$ cat src/hw/rtl/c80alu_pkg.sv
// Shared types and constants for the 8080 ALU block.
// Holds operation codes, the result record and the stream widths.
// No dependencies.
package c80alu_pkg;

  // Operation selector codes
  typedef enum logic [3:0] {
    OP_ADD = 4'd0,
    OP_ADC = 4'd1,
    OP_SUB = 4'd2,
    OP_SBB = 4'd3,
    OP_ANA = 4'd4,
    OP_XRA = 4'd5,
    OP_ORA = 4'd6,
    OP_CMP = 4'd7,
    OP_INR = 4'd8,
    OP_DCR = 4'd9,
    OP_RLC = 4'd10,
    OP_RRC = 4'd11,
    OP_RAL = 4'd12,
    OP_RAR = 4'd13,
    OP_DAD = 4'd14
  } op_t;

  localparam int unsigned WordW   = 16;
  localparam int unsigned InDataW = 40;
  localparam int unsigned InUserW = 4;
  localparam int unsigned OutDataW = 24;

  // Decoded request held in the input stage
  typedef struct packed {
    op_t               req_type;
    logic [WordW-1:0]  operand_a;
    logic [WordW-1:0]  operand_b;
    logic              carry_in;
  } req_t;

  // One ALU result with its flags and update marks
  typedef struct packed {
    logic [WordW-1:0]  result;
    logic              write_back;
    logic              carry_out;
    logic              carry_updated;
    logic              aux_carry;
    logic              zero_flag;
    logic              sign_flag;
    logic              parity_flag;
    logic              szp_updated;
  } res_t;

endpackage

$ cat src/hw/rtl/cpu8080_alu_flags.sv
// Top level of the 8080 ALU: input register, ALU datapath, result register.
// The input stage registers a request, then the result register registers its ALU result.
// Throughput: one request per cycle while out_tready holds; limit is the combinational ALU.
// A new request is taken while a result waits, as long as the input stage is empty.
// Reset (rst_n low, synchronous) empties both stages; payload registers are not cleared.
// Depends on c80alu_pkg and c80alu_core.
module cpu8080_alu_flags (
  input  logic        clk,
  input  logic        rst_n,
  // request channel
  input  logic        in_tvalid,
  output logic        in_tready,
  // operand_a[15:0], operand_b[31:16], carry_in[32], zero fill
  input  logic [c80alu_pkg::InDataW-1:0]  in_tdata,
  input  logic [c80alu_pkg::InUserW-1:0]  in_tuser,   // req_type[3:0]
  // result channel
  output logic        out_tvalid,
  input  logic        out_tready,
  // result[15:0], write_back[16], carry_out[17], carry_updated[18], aux_carry[19],
  // zero_flag[20], sign_flag[21], parity_flag[22], szp_updated[23]
  output logic [c80alu_pkg::OutDataW-1:0] out_tdata
);

  logic              s1_valid_r;
  logic              s1_valid_nxt;
  c80alu_pkg::req_t  s1_req_r;
  logic              out_valid_r;
  logic              out_valid_nxt;
  c80alu_pkg::res_t  out_res_r;
  c80alu_pkg::res_t  alu_res;
  logic              s1_advance;
  logic              in_take;

  // Input stage moves on when the result register is empty or being drained
  assign s1_advance = ~out_valid_r | out_tready;
  assign in_tready  = ~s1_valid_r | s1_advance;
  assign in_take    = in_tvalid & in_tready;

  assign s1_valid_nxt  = in_take | (s1_valid_r & ~s1_advance);
  assign out_valid_nxt = s1_advance ? s1_valid_r : out_valid_r;

  // Control state
  always_ff @(posedge clk) begin
    if (!rst_n) begin
      s1_valid_r  <= 1'b0;
      out_valid_r <= 1'b0;
    end else begin
      s1_valid_r  <= s1_valid_nxt;
      out_valid_r <= out_valid_nxt;
    end
  end

  // Capture request payload
  always_ff @(posedge clk) begin
    if (in_take) begin
      s1_req_r.req_type  <= c80alu_pkg::op_t'(in_tuser);
      s1_req_r.operand_a <= in_tdata[15:0];
      s1_req_r.operand_b <= in_tdata[31:16];
      s1_req_r.carry_in  <= in_tdata[32];
    end
  end

  c80alu_core u_core (
    .req (s1_req_r),
    .res (alu_res)
  );

  // Hold result until taken
  always_ff @(posedge clk) begin
    if (s1_advance && s1_valid_r) begin
      out_res_r <= alu_res;
    end
  end

  assign out_tvalid = out_valid_r;
  assign out_tdata  = {out_res_r.szp_updated, out_res_r.parity_flag, out_res_r.sign_flag,
                       out_res_r.zero_flag, out_res_r.aux_carry, out_res_r.carry_updated,
                       out_res_r.carry_out, out_res_r.write_back, out_res_r.result};

  // Reset empties the result stage
  a_reset_empty: assert property (@(posedge clk) !rst_n |=> !out_valid_r)
    else $error("result stage not empty after reset");

  // An accepted request always occupies the input stage next cycle
  a_take_fills: assert property (@(posedge clk) disable iff (!rst_n)
    in_take |=> s1_valid_r)
    else $error("accepted request lost");

  // A stalled input stage keeps its request
  a_stall_hold: assert property (@(posedge clk) disable iff (!rst_n)
    s1_valid_r && !s1_advance |=> s1_valid_r && $stable(s1_req_r))
    else $error("stalled request changed");

  // Carry stays clear where the op does not update it
  a_carry_kept: assert property (@(posedge clk) disable iff (!rst_n)
    out_valid_r && !out_res_r.carry_updated |-> !out_res_r.carry_out)
    else $error("carry set on op that keeps carry");

  // Rotates, DAD and unused selectors report no zero, sign, parity or aux carry
  a_szp_clear: assert property (@(posedge clk) disable iff (!rst_n)
    out_valid_r && !out_res_r.szp_updated |->
      !out_res_r.zero_flag && !out_res_r.sign_flag &&
      !out_res_r.parity_flag && !out_res_r.aux_carry)
    else $error("flags set on op without flag update");

endmodule

$ cat src/hw/rtl/c80alu_core.sv
// Combinational 8080 ALU datapath: adders, logic ops, rotates, DAD and flags.
// Depends on c80alu_pkg for the request and result records.
module c80alu_core (
  input  c80alu_pkg::req_t req,
  output c80alu_pkg::res_t res
);

  logic [7:0]  a;
  logic [7:0]  b;
  logic [7:0]  nb;
  logic        bin;
  logic [8:0]  add_sum;
  logic [4:0]  add_nib;
  logic [8:0]  sub_sum;
  logic [4:0]  sub_nib;
  logic [16:0] dad_sum;
  logic [7:0]  byte_res;
  logic        szp;

  assign a  = req.operand_a[7:0];
  assign b  = req.operand_b[7:0];
  assign nb = ~b;

  // Carry or borrow into the adder only for ADC and SBB
  assign bin = (req.req_type == c80alu_pkg::OP_ADC || req.req_type == c80alu_pkg::OP_SBB)
               ? req.carry_in : 1'b0;

  // Shared byte adders; subtract as A + ~B + !borrow, carry out is !borrow
  assign add_sum = {1'b0, a} + {1'b0, b} + {8'd0, bin};
  assign add_nib = {1'b0, a[3:0]} + {1'b0, b[3:0]} + {4'd0, bin};
  assign sub_sum = {1'b0, a} + {1'b0, nb} + {8'd0, ~bin};
  assign sub_nib = {1'b0, a[3:0]} + {1'b0, nb[3:0]} + {4'd0, ~bin};
  assign dad_sum = {1'b0, req.operand_a} + {1'b0, req.operand_b};

  // Select result and raw flags by operation
  always_comb begin
    res      = '0;
    byte_res = '0;
    szp      = 1'b1;
    res.write_back    = 1'b1;
    res.carry_updated = 1'b1;
    case (req.req_type)
      c80alu_pkg::OP_ADD, c80alu_pkg::OP_ADC: begin
        byte_res      = add_sum[7:0];
        res.carry_out = add_sum[8];
        res.aux_carry = add_nib[4];
      end
      c80alu_pkg::OP_SUB, c80alu_pkg::OP_SBB, c80alu_pkg::OP_CMP: begin
        byte_res       = sub_sum[7:0];
        res.carry_out  = ~sub_sum[8];
        res.aux_carry  = sub_nib[4];
        res.write_back = (req.req_type != c80alu_pkg::OP_CMP);
      end
      c80alu_pkg::OP_ANA: byte_res = a & b;
      c80alu_pkg::OP_XRA: byte_res = a ^ b;
      c80alu_pkg::OP_ORA: byte_res = a | b;
      c80alu_pkg::OP_INR: begin
        byte_res          = a + 8'd1;
        res.aux_carry     = (a[3:0] == 4'hF);
        res.carry_updated = 1'b0;
      end
      c80alu_pkg::OP_DCR: begin
        byte_res          = a - 8'd1;
        res.aux_carry     = (a[3:0] != 4'h0);
        res.carry_updated = 1'b0;
      end
      c80alu_pkg::OP_RLC: begin
        byte_res      = {a[6:0], a[7]};
        res.carry_out = a[7];
        szp           = 1'b0;
      end
      c80alu_pkg::OP_RRC: begin
        byte_res      = {a[0], a[7:1]};
        res.carry_out = a[0];
        szp           = 1'b0;
      end
      c80alu_pkg::OP_RAL: begin
        byte_res      = {a[6:0], req.carry_in};
        res.carry_out = a[7];
        szp           = 1'b0;
      end
      c80alu_pkg::OP_RAR: begin
        byte_res      = {req.carry_in, a[7:1]};
        res.carry_out = a[0];
        szp           = 1'b0;
      end
      c80alu_pkg::OP_DAD: begin
        szp           = 1'b0;
        res.carry_out = dad_sum[16];
      end
      default: begin
        // unused selector: everything reads as zero
        szp               = 1'b0;
        res.write_back    = 1'b0;
        res.carry_updated = 1'b0;
      end
    endcase

    // Widen byte result, DAD keeps the full word
    if (req.req_type == c80alu_pkg::OP_DAD) begin
      res.result = dad_sum[15:0];
    end else begin
      res.result = {8'd0, byte_res};
    end

    // Zero, sign, parity and aux carry only where the op updates them
    res.szp_updated = szp;
    if (szp) begin
      res.zero_flag   = (byte_res == 8'd0);
      res.sign_flag   = byte_res[7];
      res.parity_flag = ~^byte_res;
    end else begin
      res.aux_carry   = 1'b0;
      res.zero_flag   = 1'b0;
      res.sign_flag   = 1'b0;
      res.parity_flag = 1'b0;
    end
  end

endmodule
$ cat config.mk
export PLATFORM = sky130hd
export DESIGN_NAME = cpu8080_alu_flags
export DESIGN_NICKNAME = d
export VERILOG_FILES = /design/src/hw/rtl/c80alu_pkg.sv /design/src/hw/rtl/cpu8080_alu_flags.sv /design/src/hw/rtl/c80alu_core.sv
export SDC_FILE = /design/constraint.sdc
export NUM_CORES = 1
export LEC_CHECK = 0
export BUFFER_PORTS_ARGS = -buffer_cell sky130_fd_sc_hd__clkbuf_2
export CORE_ASPECT_RATIO = 1.25
export CORE_MARGIN = 4
export CORE_UTILIZATION = 50
export CTS_BUF_LIST = sky130_fd_sc_hd__clkbuf_4 sky130_fd_sc_hd__clkbuf_8
export CTS_CLUSTER_DIAMETER = 100
export DETAILED_ROUTE_END_ITERATION = 16
export MAX_ROUTING_LAYER = met4
export PLACE_DENSITY = 0.72
export SYNTH_ARGS = -nofsm -noshare
export SYNTH_HDL_FRONTEND = slang
export SYNTH_HIERARCHICAL = 1
export SYNTH_SLANG_ARGS = --single-unit
$ cat constraint.sdc
create_clock -name clk -period 10.5 [get_ports clk]
set_input_delay 1.575 -clock clk [delete_from_list [all_inputs] [get_ports clk]]
set_output_delay 1.575 -clock clk [all_outputs]
set_load 0.005 [all_outputs]
==> flow_summary_export.csv <==
group,metric,value,unit
outcome,status,"finished, final reports clean",
critical_path,worstSetupEndpointType,"flip-flop",
clocking,clockRootBuffer,"clkbuf_8",
yosys,synth_seq_cells,63,
route,wl,11600,µm
finish,nFillCells,757,
pwr,power.density,135,nW/µm²
yosys,synth_edf_count,61,
route,vias,3703,
critical_path,arrival,4.38,ns
route,drtAntennaViolNets,0,
yosys,avgSynthCellArea,10.4,µm²
global_route,overflow,0,
critical_path,cpPeakStageDelay,0.76,ns
place,hpwl,8470,µm
timing,hold_viol,0,
global_route,grt_pass1_wl,18500,µm
critical_path,crit_path_start,"s1_req_r[33]$_DFFE_PP_",
clocking,cts_hold_buf,0,
pwr,pwr-share-comb,25.4,%
timing,tightest_slew,1.22,ns
yosys,ys_types,75,
floorplanning,ios,74,
floorplanning,die_h,115,µm
yosys,synth_top_area_share,39.9,%
yosys,netlist_area,4590,µm²
finish,multi_input_area,2480,µm²
critical_path,slowest_stage,"edfxtp_1",
clocking,cts_setup_buffers,0,
critical_path,crit_required,10.60,ns
timing,drv_slew,0,
yosys,synth_top_area_cell,"edfxtp_1",
finish,drive_gt1_share,22.4,%
clocking,cts_max_path_buffers,2,
global_route,grt_max_degree,38,
route,wl_per_cell,18.7,µm
timing,setup_viol,0,
timing,fin_crit_sh,40.8,%
critical_path,crit_path_start_kind,"flip-flop",
yosys,yosysMostFrequentCell,"edfxtp_1",
global_route,antenna_found_initial,0,
timing,relSlewSlack,18.5,%
critical_path,worstReg2RegStart,"s1_req_r[33]$_DFFE_PP_",
critical_path,path_max_fanout,21,
place,place.gp.congestion,0.936,
timing,fin_worst_skew,0.0113,ns
critical_path,worstPathCellList,"and4_1, fa_1, fa_1, or2_1, a221oi_1, o21ai_0, o41ai_1, a21o_1, nor2_1, ha_1, xor2_1, xnor2_1, nor2_1",
route,firstDrtPassIters,5,
yosys,synthSimpleGateAreaFrac,16.1,%
flow_run,maxCapViolCount,0,
yosys,synth_adder_area_share,12.0,%
timing,final.min_clock_period,4.28,ns
timing,hold_slack,0.537,ns
timing,max_freq,233,MHz
clocking,cts_made_buffers,9,
clocking,clk_pin_slew,0.07,ns
yosys,async_reset_ff_share,0,%
yosys,syn_inst,440,
clocking,cts_tree,"done",
floorplanning,rows,38,
yosys,ys_warn_count,6,
yosys,synth-xor-area-share,4.94,%
route,via_per_inst,5.96,
floorplanning,die-area,10800,µm²
hold_path,worst_hold_path_type,"reg2reg",
floorplanning,start_util,52.1,%
global_route,grt_pass1_vias,3650,
floorplanning,die_x,93.7,µm
finish,stdcell_area,5160,µm²
global_route,grt.total_usage,23.2,%
pwr,p_seq_share,44.3,%
place,port_buffers,66,
yosys,synth_ff_type,"edfxtp_1",
yosys,synth_top_family_by_area,"compound AO/OA/AOI/OAI gates",
finish,antenna_cells,0,
pwr,leakagePower,0.00210,µW
hold_path,min_from,"out_tvalid$_SDFFE_PN0P_",
floorplanning,core_area,8800,µm²
finish,areaGrowthSynthToFinish,12.5,%
clocking,clock-sinks,63,
pwr,p_switching,210,µW
pwr,max-vdd-ir-drop,64.0,µV
clocking,cts_resized,0,
route,drt_iter0_markers,299,
finish,regArea,1870,µm²
clocking,htree_levels,3,
route,drc_errors,0,
pwr,power_switching_share,30.1,%
yosys,ys_seq_area_share,40.8,%
timing,timing.setup.tns,0,ns
critical_path,path_class,"reg2reg",
place,dpl-instance-area,4970,µm²
pwr,internal_power,487,µW
yosys,syn_nets,529,
timing,rsz0062_at_grt,"no",
clocking,worstSkewPairLatency,0.35,ns
pwr,pwr-share-clk,30.3,%
yosys,synthMuxAreaShare,1.55,%
yosys,synth-compound-area-share,19.1,%
yosys,synth_area_leaders,"edfxtp_1, ha_1, xnor2_1, nor2_1, a21oi_1",
finish,finalNetCount,585,
yosys,synthTopCellsByCount,"edfxtp_1, ha_1, nor2_1",
## worst max-delay path: cells and delay by family (launching register included)
kind	cells	cell delay, ns
adder cells (fa/ha/maj)	3	1.13
AND/OR/NAND/NOR	4	0.75
flip-flops	1	0.76
XOR/XNOR	2	0.39
AO/OA/AOI/OAI	4	1.00
## stage by stage
| step | total power, µW | setup slack (ns) | utilization [%] | instances |
|---|---|---|---|---|
| final | 697 | 6.22 | 58.7 | 621 |
| after global routing | 734 | 5.97 | 58.7 | 621 |
| after CTS | 699 | 6.28 | 58.7 | 621 |
| after detailed placement | 484 | 6.36 | 56.5 | 605 |
| after global placement | 480 | 6.41 | 56.5 | 605 |
| after floorplan | 439 | 6.60 | - | 440 |
## placed cells by master (no fill, tap or decap), types with 6 or more instances in the layout
cell       n
clkbuf_2  66
edfxtp_1  61
ha_1      36
nor2_1    34
inv_1     28
a21oi_1   24
xnor2_1   18
nand2_1   15
o21ai_0   14
nor3_1    11
nand3_1   11
nand2b_1  10
clkbuf_8   9
o21ai_1    8
o211ai_1   7
o21a_1     6
o22ai_1    6
or3_1      6
mux2i_1    6
xor2_1     6
## cell type report
type	instances	area share, %
inverters	30	2.18
clock buffers	12	2.84
clock inverters	4	0.945
flip-flops and latches	63	36.3
well taps	120	2.91
repair buffers	69	6.84
multi-input cells	323	48.0
## power by group through the flow
stage | combinational [µW] | clock (µW) | sequential (µW)
6_report | 177 | 211 | 308
5_1_grt | 194 | 230 | 310
4_1_cts | 174 | 217 | 308
3_5_place_dp | 170 | 0 | 314
3_3_place_gp | 167 | 0 | 313
2_1_floorplan | 130 | 0 | 309
## state kept, by name (all words and copies together), names as in the netlist
signal and count:
out_tdata 24, out_tvalid 1, s1_req_r 37, s1_valid_r 1
## layer usage
layer | GRT usage, % | share of wire (%) | up-vias
met2 | 38.0 | 49 | 176
met1 | 28.4 | 41 | 1744
li1 | - | - | 1756
met4 | 9.34 | 2.5 | 0
met3 | 4.12 | 6.8 | 27
met5 | - | 0 | -
## cells by family (layout without fill, tap and decap cells)
logic type / after synthesis / in the layout
fa+ha+maj: 41 / 41
buf+inv: 54 / 115
simple gates: 128 / 128
xor+xnor: 25 / 25
compound gates: 122 / 122
flops: 63 / 63
mux: 7 / 7
## final timing paths
check                                               end  slack [ns]  cells after the start
worst max-delay path            out_tdata[22]$_DFFE_PP_        6.22                     13
worst min-delay path              s1_valid_r$_SDFF_PN0_        0.54                      2
worst max register to register  out_tdata[22]$_DFFE_PP_        6.22                     13
worst min register to register    s1_valid_r$_SDFF_PN0_        0.54                      2
(Power assumes the default switching activity.)
